## src/rtl/sctf_pkg.sv

```systemverilog
// ----------------------------------------------------------------------------
// sctf_pkg: shared types and constants of the serial character framer
// Phase codes, register indexes, field widths and reset values.
// ----------------------------------------------------------------------------
package sctf_pkg;

    localparam int unsigned CharWidth  = 8;
    localparam int unsigned CountWidth = 8;
    localparam int unsigned DbcWidth   = 4;
    localparam int unsigned PauseWidth = 8;
    localparam int unsigned PhaseWidth = 3;
    localparam int unsigned CfgIdxWidth = 1;

    typedef logic [CharWidth-1:0]   char_t;
    typedef logic [CountWidth-1:0]  count_t;
    typedef logic [DbcWidth-1:0]    dbc_t;
    typedef logic [PauseWidth-1:0]  pause_t;
    typedef logic [PhaseWidth-1:0]  phase_t;
    typedef logic [CfgIdxWidth-1:0] cfg_idx_t;

    // Register indexes on the configuration port
    localparam cfg_idx_t REG_DATA_BIT_COUNT = 1'd0;
    localparam cfg_idx_t REG_PAUSE_LENGTH   = 1'd1;

    // Register reset values
    localparam dbc_t   DBC_RESET   = 4'd7;
    localparam pause_t PAUSE_RESET = 8'd25;

    // Command codes
    localparam logic CMD_TICK  = 1'b0;
    localparam logic CMD_START = 1'b1;

    // Framer phases
    localparam phase_t PH_IDLE  = 3'd0;
    localparam phase_t PH_START = 3'd1;
    localparam phase_t PH_DATA  = 3'd2;
    localparam phase_t PH_STOPA = 3'd3;
    localparam phase_t PH_STOPB = 3'd4;
    localparam phase_t PH_PAUSE = 3'd5;

endpackage

```

## src/rtl/serial_char_tx_framer.sv

```systemverilog
// ----------------------------------------------------------------------------
// serial_char_tx_framer: bit-tick serializer for a mark/space line
// Frames characters as space start bit, data bits LSB first, two mark stops.
// ----------------------------------------------------------------------------
// Usage: every input word is either a start command (loads next_char as the
// first character and arms the framer, no output word) or a bit tick (one
// output word carrying the line level for that tick). The frame is a space
// start bit, data_bit_count data bits LSB first (a count of zero sends one
// bit, bit positions above 7 go out as space), then two mark stop bits.
// During the second stop bit the offered next_char is taken: nonzero starts
// the next frame and raises char_taken, zero starts a mark pause of
// pause_length+1 ticks, after which the line idles at mark. A start command
// while a frame is running drops that frame. The block takes one word per
// clock while no result waits on out_ready: the word lands in an input
// register, one pass of phase/counter logic updates the framer state and
// fills the output register. A result waiting on out_ready holds the input
// register, so throughput is one word per cycle only while out_ready keeps
// the output slot draining. Configuration writes are always taken (cfg_ready
// is tied high) and must only be issued while the block is idle.
module serial_char_tx_framer
    import sctf_pkg::*;
(
    input  logic     clk,
    input  logic     rst_n,
    // configuration write channel
    input  logic     cfg_valid,
    output logic     cfg_ready,
    input  cfg_idx_t cfg_index,
    input  pause_t   cfg_data,
    // input words
    input  logic     in_valid,
    output logic     in_ready,
    input  logic     command,
    input  char_t    next_char,
    // output words
    output logic     out_valid,
    input  logic     out_ready,
    output logic     line_mark,
    output logic     char_taken,
    output logic     busy_res
);

    // configuration registers
    dbc_t   dbc_reg;
    pause_t pause_reg;

    // input register
    logic   s1_valid_reg;
    logic   s1_cmd_reg;
    char_t  s1_char_reg;

    // framer state
    phase_t phase_reg, phase_next;
    count_t step_reg, step_next;
    char_t  shift_reg, shift_next;

    // output register
    logic   out_valid_reg;
    logic   mark_reg, taken_reg, busy_reg;
    logic   mark_next, taken_next;

    logic   s1_advance;
    logic   out_load;
    count_t step_inc;

    assign cfg_ready = 1'b1;

    // Advance the input register when its word needs no output slot, or the
    // slot is free or draining this cycle.
    assign s1_advance = s1_valid_reg &&
                        ((s1_cmd_reg == CMD_START) || !out_valid_reg || out_ready);
    assign out_load   = s1_advance && (s1_cmd_reg == CMD_TICK);
    assign in_ready   = !s1_valid_reg || s1_advance;

    assign step_inc = step_reg + count_t'(1);

    // One tick of the framer
    always_comb
    begin
        phase_next = phase_reg;
        step_next  = step_reg;
        shift_next = shift_reg;
        mark_next  = 1'b1;
        taken_next = 1'b0;
        if (s1_cmd_reg == CMD_START)
        begin
            // drop any frame in progress and arm with the new character
            shift_next = s1_char_reg;
            phase_next = PH_START;
        end
        else
        begin
            unique case (phase_reg)
                PH_START:
                begin
                    mark_next  = 1'b0;
                    phase_next = PH_DATA;
                    step_next  = '0;
                end
                PH_DATA:
                begin
                    // positions past the character go out as space
                    mark_next = (step_reg < count_t'(CharWidth)) ?
                                shift_reg[step_reg[2:0]] : 1'b0;
                    step_next = step_inc;
                    if (step_inc >= count_t'(dbc_reg))
                        phase_next = PH_STOPA;
                end
                PH_STOPA:
                begin
                    phase_next = PH_STOPB;
                end
                PH_STOPB:
                begin
                    shift_next = s1_char_reg;
                    if (s1_char_reg != '0)
                    begin
                        taken_next = 1'b1;
                        phase_next = PH_START;
                    end
                    else
                    begin
                        phase_next = PH_PAUSE;
                        step_next  = '0;
                    end
                end
                PH_PAUSE:
                begin
                    if (step_reg == count_t'(pause_reg))
                        phase_next = PH_IDLE;
                    else
                        step_next = step_inc;
                end
                default:
                begin
                    phase_next = PH_IDLE;
                end
            endcase
        end
    end

    // Control and state registers
    always_ff @(posedge clk or negedge rst_n)
    begin
        if (!rst_n)
        begin
            dbc_reg       <= DBC_RESET;
            pause_reg     <= PAUSE_RESET;
            s1_valid_reg  <= 1'b0;
            out_valid_reg <= 1'b0;
            phase_reg     <= PH_IDLE;
            step_reg      <= '0;
            shift_reg     <= '0;
        end
        else
        begin
            if (cfg_valid && cfg_ready)
            begin
                unique case (cfg_index)
                    REG_DATA_BIT_COUNT: dbc_reg   <= cfg_data[DbcWidth-1:0];
                    REG_PAUSE_LENGTH:   pause_reg <= cfg_data;
                    default:            pause_reg <= pause_reg;
                endcase
            end
            if (in_valid && in_ready)
                s1_valid_reg <= 1'b1;
            else if (s1_advance)
                s1_valid_reg <= 1'b0;
            if (out_load)
                out_valid_reg <= 1'b1;
            else if (out_ready)
                out_valid_reg <= 1'b0;
            if (s1_advance)
            begin
                phase_reg <= phase_next;
                step_reg  <= step_next;
                shift_reg <= shift_next;
            end
        end
    end

    // Payload registers: hold the input word and the output word
    always_ff @(posedge clk)
    begin
        if (in_valid && in_ready)
        begin
            s1_cmd_reg  <= command;
            s1_char_reg <= next_char;
        end
        if (out_load)
        begin
            mark_reg  <= mark_next;
            taken_reg <= taken_next;
            busy_reg  <= (phase_next != PH_IDLE);
        end
    end

    assign out_valid  = out_valid_reg;
    assign line_mark  = mark_reg;
    assign char_taken = taken_reg;
    assign busy_res   = busy_reg;

    // A character is only taken on a stop bit, with the framer still busy
    a_taken_on_stop: assert property (@(posedge clk) disable iff (!rst_n)
        out_valid_reg && taken_reg |-> mark_reg && busy_reg)
        else $error("char_taken outside a mark stop bit");

    // An idle result always shows mark
    a_idle_mark: assert property (@(posedge clk) disable iff (!rst_n)
        out_valid_reg && !busy_reg |-> mark_reg)
        else $error("idle tick not at mark");

    // A start command arms the framer
    a_start_arms: assert property (@(posedge clk) disable iff (!rst_n)
        s1_advance && (s1_cmd_reg == CMD_START) |=> phase_reg == PH_START)
        else $error("start command did not arm the framer");

    // The tick after arming sends the space start bit
    a_start_bit: assert property (@(posedge clk) disable iff (!rst_n)
        out_load && (phase_reg == PH_START) |=> out_valid_reg && !mark_reg)
        else $error("start bit not sent as space");

    // The data bit index never runs past the widest count
    a_data_index: assert property (@(posedge clk) disable iff (!rst_n)
        phase_reg == PH_DATA |-> step_reg < count_t'(16))
        else $error("data bit index out of range");

endmodule
```

## config.mk

```make
export PLATFORM = sky130hd
export DESIGN_NAME = serial_char_tx_framer
export DESIGN_NICKNAME = d
export VERILOG_FILES = /design/src/rtl/sctf_pkg.sv /design/src/rtl/serial_char_tx_framer.sv
export SDC_FILE = /design/constraint.sdc
export NUM_CORES = 1
export LEC_CHECK = 0
export BUFFER_PORTS_ARGS = -buffer_cell sky130_fd_sc_hd__buf_4
export CORE_MARGIN = 10
export CORE_UTILIZATION = 25
export CTS_CLUSTER_SIZE = 25
export DETAILED_ROUTE_END_ITERATION = 7
export PLACE_DENSITY = 0.47
export SYNTH_ARGS = -nofsm -noshare
export SYNTH_HDL_FRONTEND = slang
export SYNTH_SLANG_ARGS = --single-unit
```

## constraint.sdc

```tcl
create_clock -name clk -period 7.1 [get_ports clk]
set_clock_uncertainty 0.15 [all_clocks]
set_input_delay 1.42 -clock clk [delete_from_list [all_inputs] [get_ports clk]]
set_output_delay 1.42 -clock clk [all_outputs]
set_load 0.1 [all_outputs]
```

# [After elaboration in Yosys (flattened, before gate mapping)]
# Cells that the tools add are included.
[word_totals] wordCells=65 ram_bits=0 output_inout_bits=6 mem_bits_ro=0 regBits=45 inputBits=23 latch_bits=0 memories=0
[classes] n_reduce_logical=19 muxes=19 eq_ne=8 addsub=1 bitwise=3 magnitude_cmp=3 mul=0 shifts=0 div_mod_pow=0
[op_table] op="$mux 8" n=4
[op_table] op="$pmux 8 s4" n=1
[op_table] op="$pmux 3 s5" n=1
[op_table] op="$mux 3" n=4
[op_table] op="$add 8x1->8 const B" n=1
[op_table] op="$eq 8x8->1" n=1
[op_table] op="$ge 8x4->1" n=1
[op_table] op="$lt 8x4->1 const B" n=1
[op_table] op="$reduce_bool 8->1" n=1
[op_table] op="$mux 1" n=7
[op_table] op="$eq 3x2->1 const B" n=2
[op_table] op="$eq 3x3->1 const B" n=2
[op_table] op="$reduce_and 2->1" n=3
[op_table] op="$reduce_bool 2->1" n=3
[op_table] op="$reduce_and 5->1" n=1
[op_table] op="$lt 3x4->1 const B" n=1
[op_table] op="$ne 2x2->1 const B" n=2
[op_table] op="$reduce_bool 4->1" n=1
[op_table] op="$bmux 1 s3" n=1
[op_table] op="$eq 3x1->1 const B" n=1
[op_table] op="$logic_and 1x1->1" n=3
[op_table] op="$logic_or 1x1->1" n=3
[op_table] op="$not 1->1" n=3
[op_table] op="$reduce_bool 3->1" n=1
[op_table] op="3 further kinds" n=4

# [Logic depth before layout (Yosys ltp)]
# Gate-level depths: netlist of run 1.
[depth] word_depth=7 ltp_mapped=8 mapped_depth_nobuf=7

# [Least setup slack after synthesis of run 1]
# Ideal clock, no wire load.
[synth_path] kind="input port to output port" from="input out_ready" to="output in_ready" arrival_ns=2.256 path_slack_ns=3.274 stages=3 path_cell_list="nand2b_1 > nor2_1 > inv_1"
[synth_via] elab_chain_len=3
[synth_rtl] element="start, declared" line_no="serial_char_tx_framer.sv:37" source="input logic out_ready,"
[synth_rtl] element="$logic_or 1x1->1" line_no="serial_char_tx_framer.sv:71" source="((s1_cmd_reg == CMD_START) || !out_valid_reg || out_ready);"
[synth_rtl] element="$logic_and 1x1->1" line_no="serial_char_tx_framer.sv:70" source="assign s1_advance = s1_valid_reg &&"
[synth_rtl] element="$logic_or 1x1->1" line_no="serial_char_tx_framer.sv:73" source="assign in_ready = !s1_valid_reg || s1_advance;"
[synth_rtl] element="end, declared" line_no="serial_char_tx_framer.sv:32" source="output logic in_ready,"
# Every way passes these cells.

# [Final worst setup path of run 1]
# Same ends and word-level chain as after synthesis.

==> key figures, run 1 <==
Outcome
  • Status: finished clean

Die
  • Io pins: 29
  • # rows: 34
  • CORE AREA: just under 9000 sq um
  • Die W: between 100 and 150 microns
  • Initial core utilization: about a quarter
  • Die area: 13,200 sq um
  • DIE HEIGHT: roughly 120 microns

STA
  • Setup violators final: 0
  • Fmax: between 0.2 and 0.3 GHz
  • Final Hold Fails: 0
  • Pins Over Slew Limit: 0
  • RSZ-0062 raised after global routing: no
  • Slew headroom: 55.2%
  • Post-route setup TNS: 0 ns
  • Period minus WS final: between 3 and 4 ns
  • Final period utilization: 53.2%
  • Worst Max-Slew Pin Slew: 0.670 ns

Flow run
  • # Max-Cap Violations: 0

Global route
  • Total GRT Usage: ~7.2%
  • Antenna violations before repair: 0
  • First-pass GRT wire length: between 7 and 8 mm
  • Total gr overflow: 0
  • Largest net degree at the start of global routing: 34
  • Number of global-route vias before repair: 1,571

Placed design
  • Port buffer count: 27
  • Routability-driven placement congestion ratio: just under 0.8
  • Dpl cells: 323
  • HPWL Detailed: between 3 and 4 mm
  • Placed inst area: between 2000 and 3000 sq um

Worst setup path
  • Kind of critical path: input pin to output pin
  • Crit start category: input pin
  • CP required: ~5.5 ns
  • Worst path max stage delay: between 0.2 and 0.25 ns
  • Worst Path Arrival: between 2 and 2.5 ns
  • Crit path cell chain: buf_4 -> nand2b_1 -> nor2_1 -> inv_1 -> buf_4
  • Crit. End Element: output pin
  • Worst-path fanout max: 5
  • Crit path max-delay cell type: buf_4
  • Cell mode on critical path: buf_4

Clocking
  • CTS tree: yes
  • Setup bufs post-CTS: 0
  • CTS Buf Count: 5
  • CTS Hold Buffers Added: 0
  • CTS Sinks: 45
  • Htree depth: 2
  • Gates resized, CTS repair: 0
  • Clock latency on the worst-skew pair: around 0.30 ns
  • Clock-pin slew on the worst setup and hold paths: roughly 0.09 ns
  • Clock buffer depth: 2
  • Root buffer cell: clkbuf_8

Routing
  • Final wirelength: roughly 4.5 mm
  • Post-route ant nets: 0
  • Wire per inst: 13.5 microns
  • Detailed Route Iter0 Violations: 106
  • Avg Vias per Cell: between 4 and 5
  • DR DRC count: 0
  • Via Count: 1,471
  • TritonRoute pass-1 iters: 4

Synthesis
  • Number of synthesized flops with an enable pin: 12
  • Post-synthesis sequential area ratio: between 50% and 60%
  • Area leader, netlist: dfrtp_1
  • Main flop type after synthesis: dfrtp_1
  • Most frequent cell after synthesis: dfrtp_1
  • Area share of the largest cell type after synthesis: roughly 30%
  • Seq cells post-synth: between 40 and 50
  • Synthesized area per cell: 11.5 sq um
  • Gate Count Post-Synth: 196
  • Most common library cells after synthesis: dfrtp_1 (27), nand2_1 (21), mux2_2 (17), edfxtp_1 (12), xor2_1 (11)
  • Synth Net Count: 224
  • Ys Warns: 0
  • Area contributors post-synth: dfrtp_1 (30%), edfxtp_1 (16%), mux2_2 (8.5%), dfstp_2 (7.0%), xor2_1 (4.3%)
  • Post-synth cell types: 48
  • FFs w/ async S/R, synth: 73.3%
  • Syn Std Cell Area: roughly 2300 sq um

Power and ir drop
  • Worst IR Drop VDD: between 0.1 and 0.15 mV
  • Pwr Density: 274 nW/um^2
  • P_leak: around 1.1 nW

Final layout
  • Number of antenna diodes: 0
  • Share of cells above drive strength 1: between 30% and 40%
  • Fin cells: around 330
  • FILL cells: ~900
  • Nets: 250
  • Area grow syn2layout: 17.0%
  • Fin area: roughly 2600 sq um

Min path
  • Worst min-delay path category: flip-flop to flip-flop
[cells by family (layout without fill, tap and decap cells)]
kind of cell / count (synthesis) / after routing / synth area share (%)
other: 1 / 1 / 0.166
adders and majority gates: 5 / 5 / 2.77
xor gates and xnor gates: 13 / 13 / 5.04
buffers and inverters: 17 / 44 / 3.27
and+or+nand+nor: 61 / 61 / 14.2
AOI/OAI and AO/OA: 33 / 33 / 10.1
muxes: 21 / 21 / 11.5
DFF: 45 / 45 / 52.9
[final timing paths]
kind                                   start            to  slack (ns)  cells after the start
worst min-delay path            shift_reg[4]  shift_reg[4]        0.36                      1
worst min register to register  shift_reg[4]  shift_reg[4]        0.36                      1
worst max-delay path               out_ready      in_ready        3.32                      5
worst max register to register   step_reg[0]  phase_reg[0]        4.39                      7
max in group asynchronous              rst_n  pause_reg[4]        5.55                      1
min in group asynchronous              rst_n  pause_reg[6]        0.91                      1
[where the power goes]
group | leakage, nW | internal [mW] | switching [mW] | total, mW
registers | 0.511 | 0.314 | 0.0502 | 0.364
logic | 0.581 | 0.0972 | 0.101 | 0.198
clock network | 0.0456 | 0.0703 | 0.0908 | 0.161
[final cells by class]
class | instances | area [sq um] | area share, %
clock buffer | 6 | 72.6 | 2.75
clock inverter | 2 | 13.8 | 0.521
inverter | 9 | 33.8 | 1.28
multi-input combinational | 134 | 990 | 37.5
sequential | 45 | 1190 | 45.2
tap | 108 | 135 | 5.12
timing repair buffer | 27 | 203 | 7.67
[critical path, delay by kind of cell]
family | cells | cell delay [ns]
buffers and inverters | 3 | 0.39
AND/OR/NAND/NOR | 2 | 0.39
[layout by cell type (no fill, tap or decap), types with 3 or more instances in the layout]
master / count
o21ai_0: 10
buf_4: 27
dfrtp_1: 27
a22o_1: 3
nand3_1: 4
nor4_1: 3
ha_1: 5
nand2b_1: 7
inv_1: 9
edfxtp_1: 12
nand2_1: 21
or2_2: 3
nor2_1: 10
mux2_2: 17
a21oi_1: 5
clkbuf_8: 5
a21o_1: 3
dfstp_2: 6
xor2_1: 11
[metal layers]
layer,global-route usage [%],vias up,wire length (microns)
li1,-,744,-
met1,9.26,696,2160
met2,11.6,29,2110
met3,2.03,2,180
met4,2.23,0,30
met5,0,-,0
[stage by stage]
step	power [mW]	setup slack [ns]	utilization, %	hold WS, ns
floorplan	0.518	3.27	-	0.320
global placement	0.570	3.32	29.2	0.333
detailed placement	0.572	3.31	29.2	0.341
CTS	0.737	3.30	30.1	0.363
global route	0.780	3.22	30.1	0.385
finish	0.723	3.32	30.1	0.361
Power figures use the tool's default switching activity.
==> inputs of run 2 (changes only) <==
--- a/config.mk
+++ b/config.mk
@@ -10,7 +10,7 @@
 export CORE_UTILIZATION = 25
 export CTS_CLUSTER_SIZE = 25
 export DETAILED_ROUTE_END_ITERATION = 7
-export PLACE_DENSITY = 0.47
+export PLACE_DENSITY = 0.48
 export SYNTH_ARGS = -nofsm -noshare
 export SYNTH_HDL_FRONTEND = slang
 export SYNTH_SLANG_ARGS = --single-unit
==> constraint.sdc (replaced) <==
create_clock -name clk -period 3 [get_ports clk]
set_clock_uncertainty 0.15 [all_clocks]
set_input_delay 0.6 -clock clk [delete_from_list [all_inputs] [get_ports clk]]
set_output_delay 0.6 -clock clk [all_outputs]
set_load 0.1 [all_outputs]
==> key figures, run 2 (synthesis results as in run 1) <==
Die
  • CORE AREA: between 8000 and 9000 sq um
  • DIE HEIGHT: about 120 microns
  • Initial core utilization: about 26%
  • Io pins: 29
  • # rows: 34
  • Die area: around 13,000 sq um
  • Die W: approximately 120 microns

Final layout
  • Commonest non-fill, non-tap cells in the layout: dfrtp_1 (27), buf_4 (27), nand2_1 (21)
  • Number of antenna diodes: 0
  • Area grow syn2layout: 17.9%
  • Nets: 250
  • Fin area: between 2000 and 3000 sq um
  • Share of cells above drive strength 1: between 30% and 40%
  • Fin cells: 331
  • FILL cells: roughly 900

Worst setup path
  • R2R setup slack: about 0.41 ns
  • Crit path max-delay cell type: dfrtp_1
  • Worst-path fanout max: 8
  • Worst path max stage delay: roughly 0.5 ns
  • Crit. End Element: flip-flop
  • Kind of critical path: flip-flop to flip-flop
  • R2r endpoint: phase_reg[0]
  • CP required: 3.04 ns
  • Setup crit end: phase_reg[0]
  • Reg-to-Reg Start: step_reg[0]
  • Crit. Startpoint: step_reg[0]
  • Worst Path Arrival: about 2.6 ns
  • Reg2reg path depth: 7
  • Crit path cell chain: ha_1 -> ha_1 -> a21o_1 -> a21o_1 -> a2111oi_0 -> a21boi_1 -> o32a_1
  • Crit start category: flip-flop

STA
  • Pins Over Slew Limit: 0
  • Setup violators final: 0
  • Period minus WS final: around 2.6 ns
  • Post-route setup TNS: 0 ns
  • PnR worst setup slack: a little over 0.4 ns
  • Slew headroom: around half
  • RSZ-0062 raised after global routing: no
  • Final Hold Fails: 0
  • Worst Max-Slew Pin Slew: 0.723 ns
  • Fmax: 0.387 GHz
  • Final period utilization: between 80% and 90%

Placed design
  • Routability-driven placement congestion ratio: 0.788
  • Port buffer count: 27
  • Placed inst area: 2550 sq um
  • Dpl cells: 323
  • Dpl ws: just under 0.4 ns
  • HPWL Detailed: between 3 and 4 mm

Power and ir drop
  • Pwr Density: 668 nW/um^2
  • P_leak: roughly 1.1 nW
  • Worst IR Drop VDD: 0.277 mV
  • Total power: 1.78 mW

Clocking
  • CTS Buf Count: 5
  • Setup bufs post-CTS: 0
  • Gates resized, CTS repair: 0
  • Clock buffer depth: 2
  • CTS Sinks: 45
  • Clock-pin slew on the worst setup and hold paths: roughly 0.09 ns
  • Root buffer cell: clkbuf_8
  • CTS Hold Buffers Added: 0
  • Htree depth: 2
  • Clock latency on the worst-skew pair: around 0.30 ns
  • CTS tree: yes

Global route
  • Total GRT Usage: 7.32%
  • First-pass GRT wire length: approximately 7.7 mm
  • Total gr overflow: 0
  • Antenna violations before repair: 0
  • Number of global-route vias before repair: between 1,500 and 2,000
  • Largest net degree at the start of global routing: 34

Routing
  • Post-route ant nets: 0
  • Avg Vias per Cell: around 4.4
  • Wire per inst: 13.6 microns
  • TritonRoute pass-1 iters: 4
  • Detailed Route Iter0 Violations: 35
  • Final wirelength: between 4 and 5 mm
  • DR DRC count: 0
  • Via Count: ~1,500

Flow run
  • # Max-Cap Violations: 0

Outcome
  • Status: finished clean

Min path
  • Worst min-delay path category: input pin to asynchronous set/reset pin
run 2: cell count changes in the layout (fill, tap and decap cells not counted), sizes merged:
| cell | delta |
|---|---|
| bufinv | +1 |
| inv | -1 |
run 2: power by group:
part / internal, mW / switching, mW
Sequential: 0.742 / 0.115
Clock: 0.246 / 0.204
Combinational: 0.230 / 0.240
Total: 1.22 / 0.559
run 2: how the worst min path moves through the flow:
stage	start	slack [ns]	to	depth (start not counted)
finish	rst_n	0.08	pause_reg[7]	1
global route	rst_n	0.1	pause_reg[7]	1
CTS	rst_n	0.09	pause_reg[6]	1
detailed placement	s1_char_reg[7]	0.35	shift_reg[7]	1
global placement	shift_reg[5]	0.35	shift_reg[5]	1
floorplan	rst_n	0.15	dbc_reg[3]	0
run 2: through the flow:
step	hold slack, ns	util [%]
global placement	0.346	29.2
CTS	0.0923	30.4
detailed placement	0.348	29.2
floorplan	0.154	-
finish	0.0774	30.4
global route	0.0988	30.4
run 2: critical path, delay by kind of cell, from the launching register on:
| kind | cells | cell delay [ns] |
|---|---|---|
| fa+ha+maj | 2 | 0.63 |
| compound gates | 5 | 1.19 |
| flops | 1 | 0.50 |
run 2: metal layers:
layer	global-route usage, %	routed length, microns	vias to the layer above
met4	2.97	72	0
li1	-	-	734
met3	1.93	125	8
met1	9.41	2160	689
met2	11.4	2140	22
met5	0	0	-
run 2: layout make-up:
class | count | area (sq um) | area share [%]
Timing Repair Buffer | 27 | 203 | 7.62
Tap cell | 108 | 135 | 5.08
Multi-Input combinational cell | 134 | 990 | 37.2
Clock inverter | 2 | 33.8 | 1.27
Inverter | 9 | 33.8 | 1.27
Sequential cell | 45 | 1190 | 44.9
Clock buffer | 6 | 72.6 | 2.73
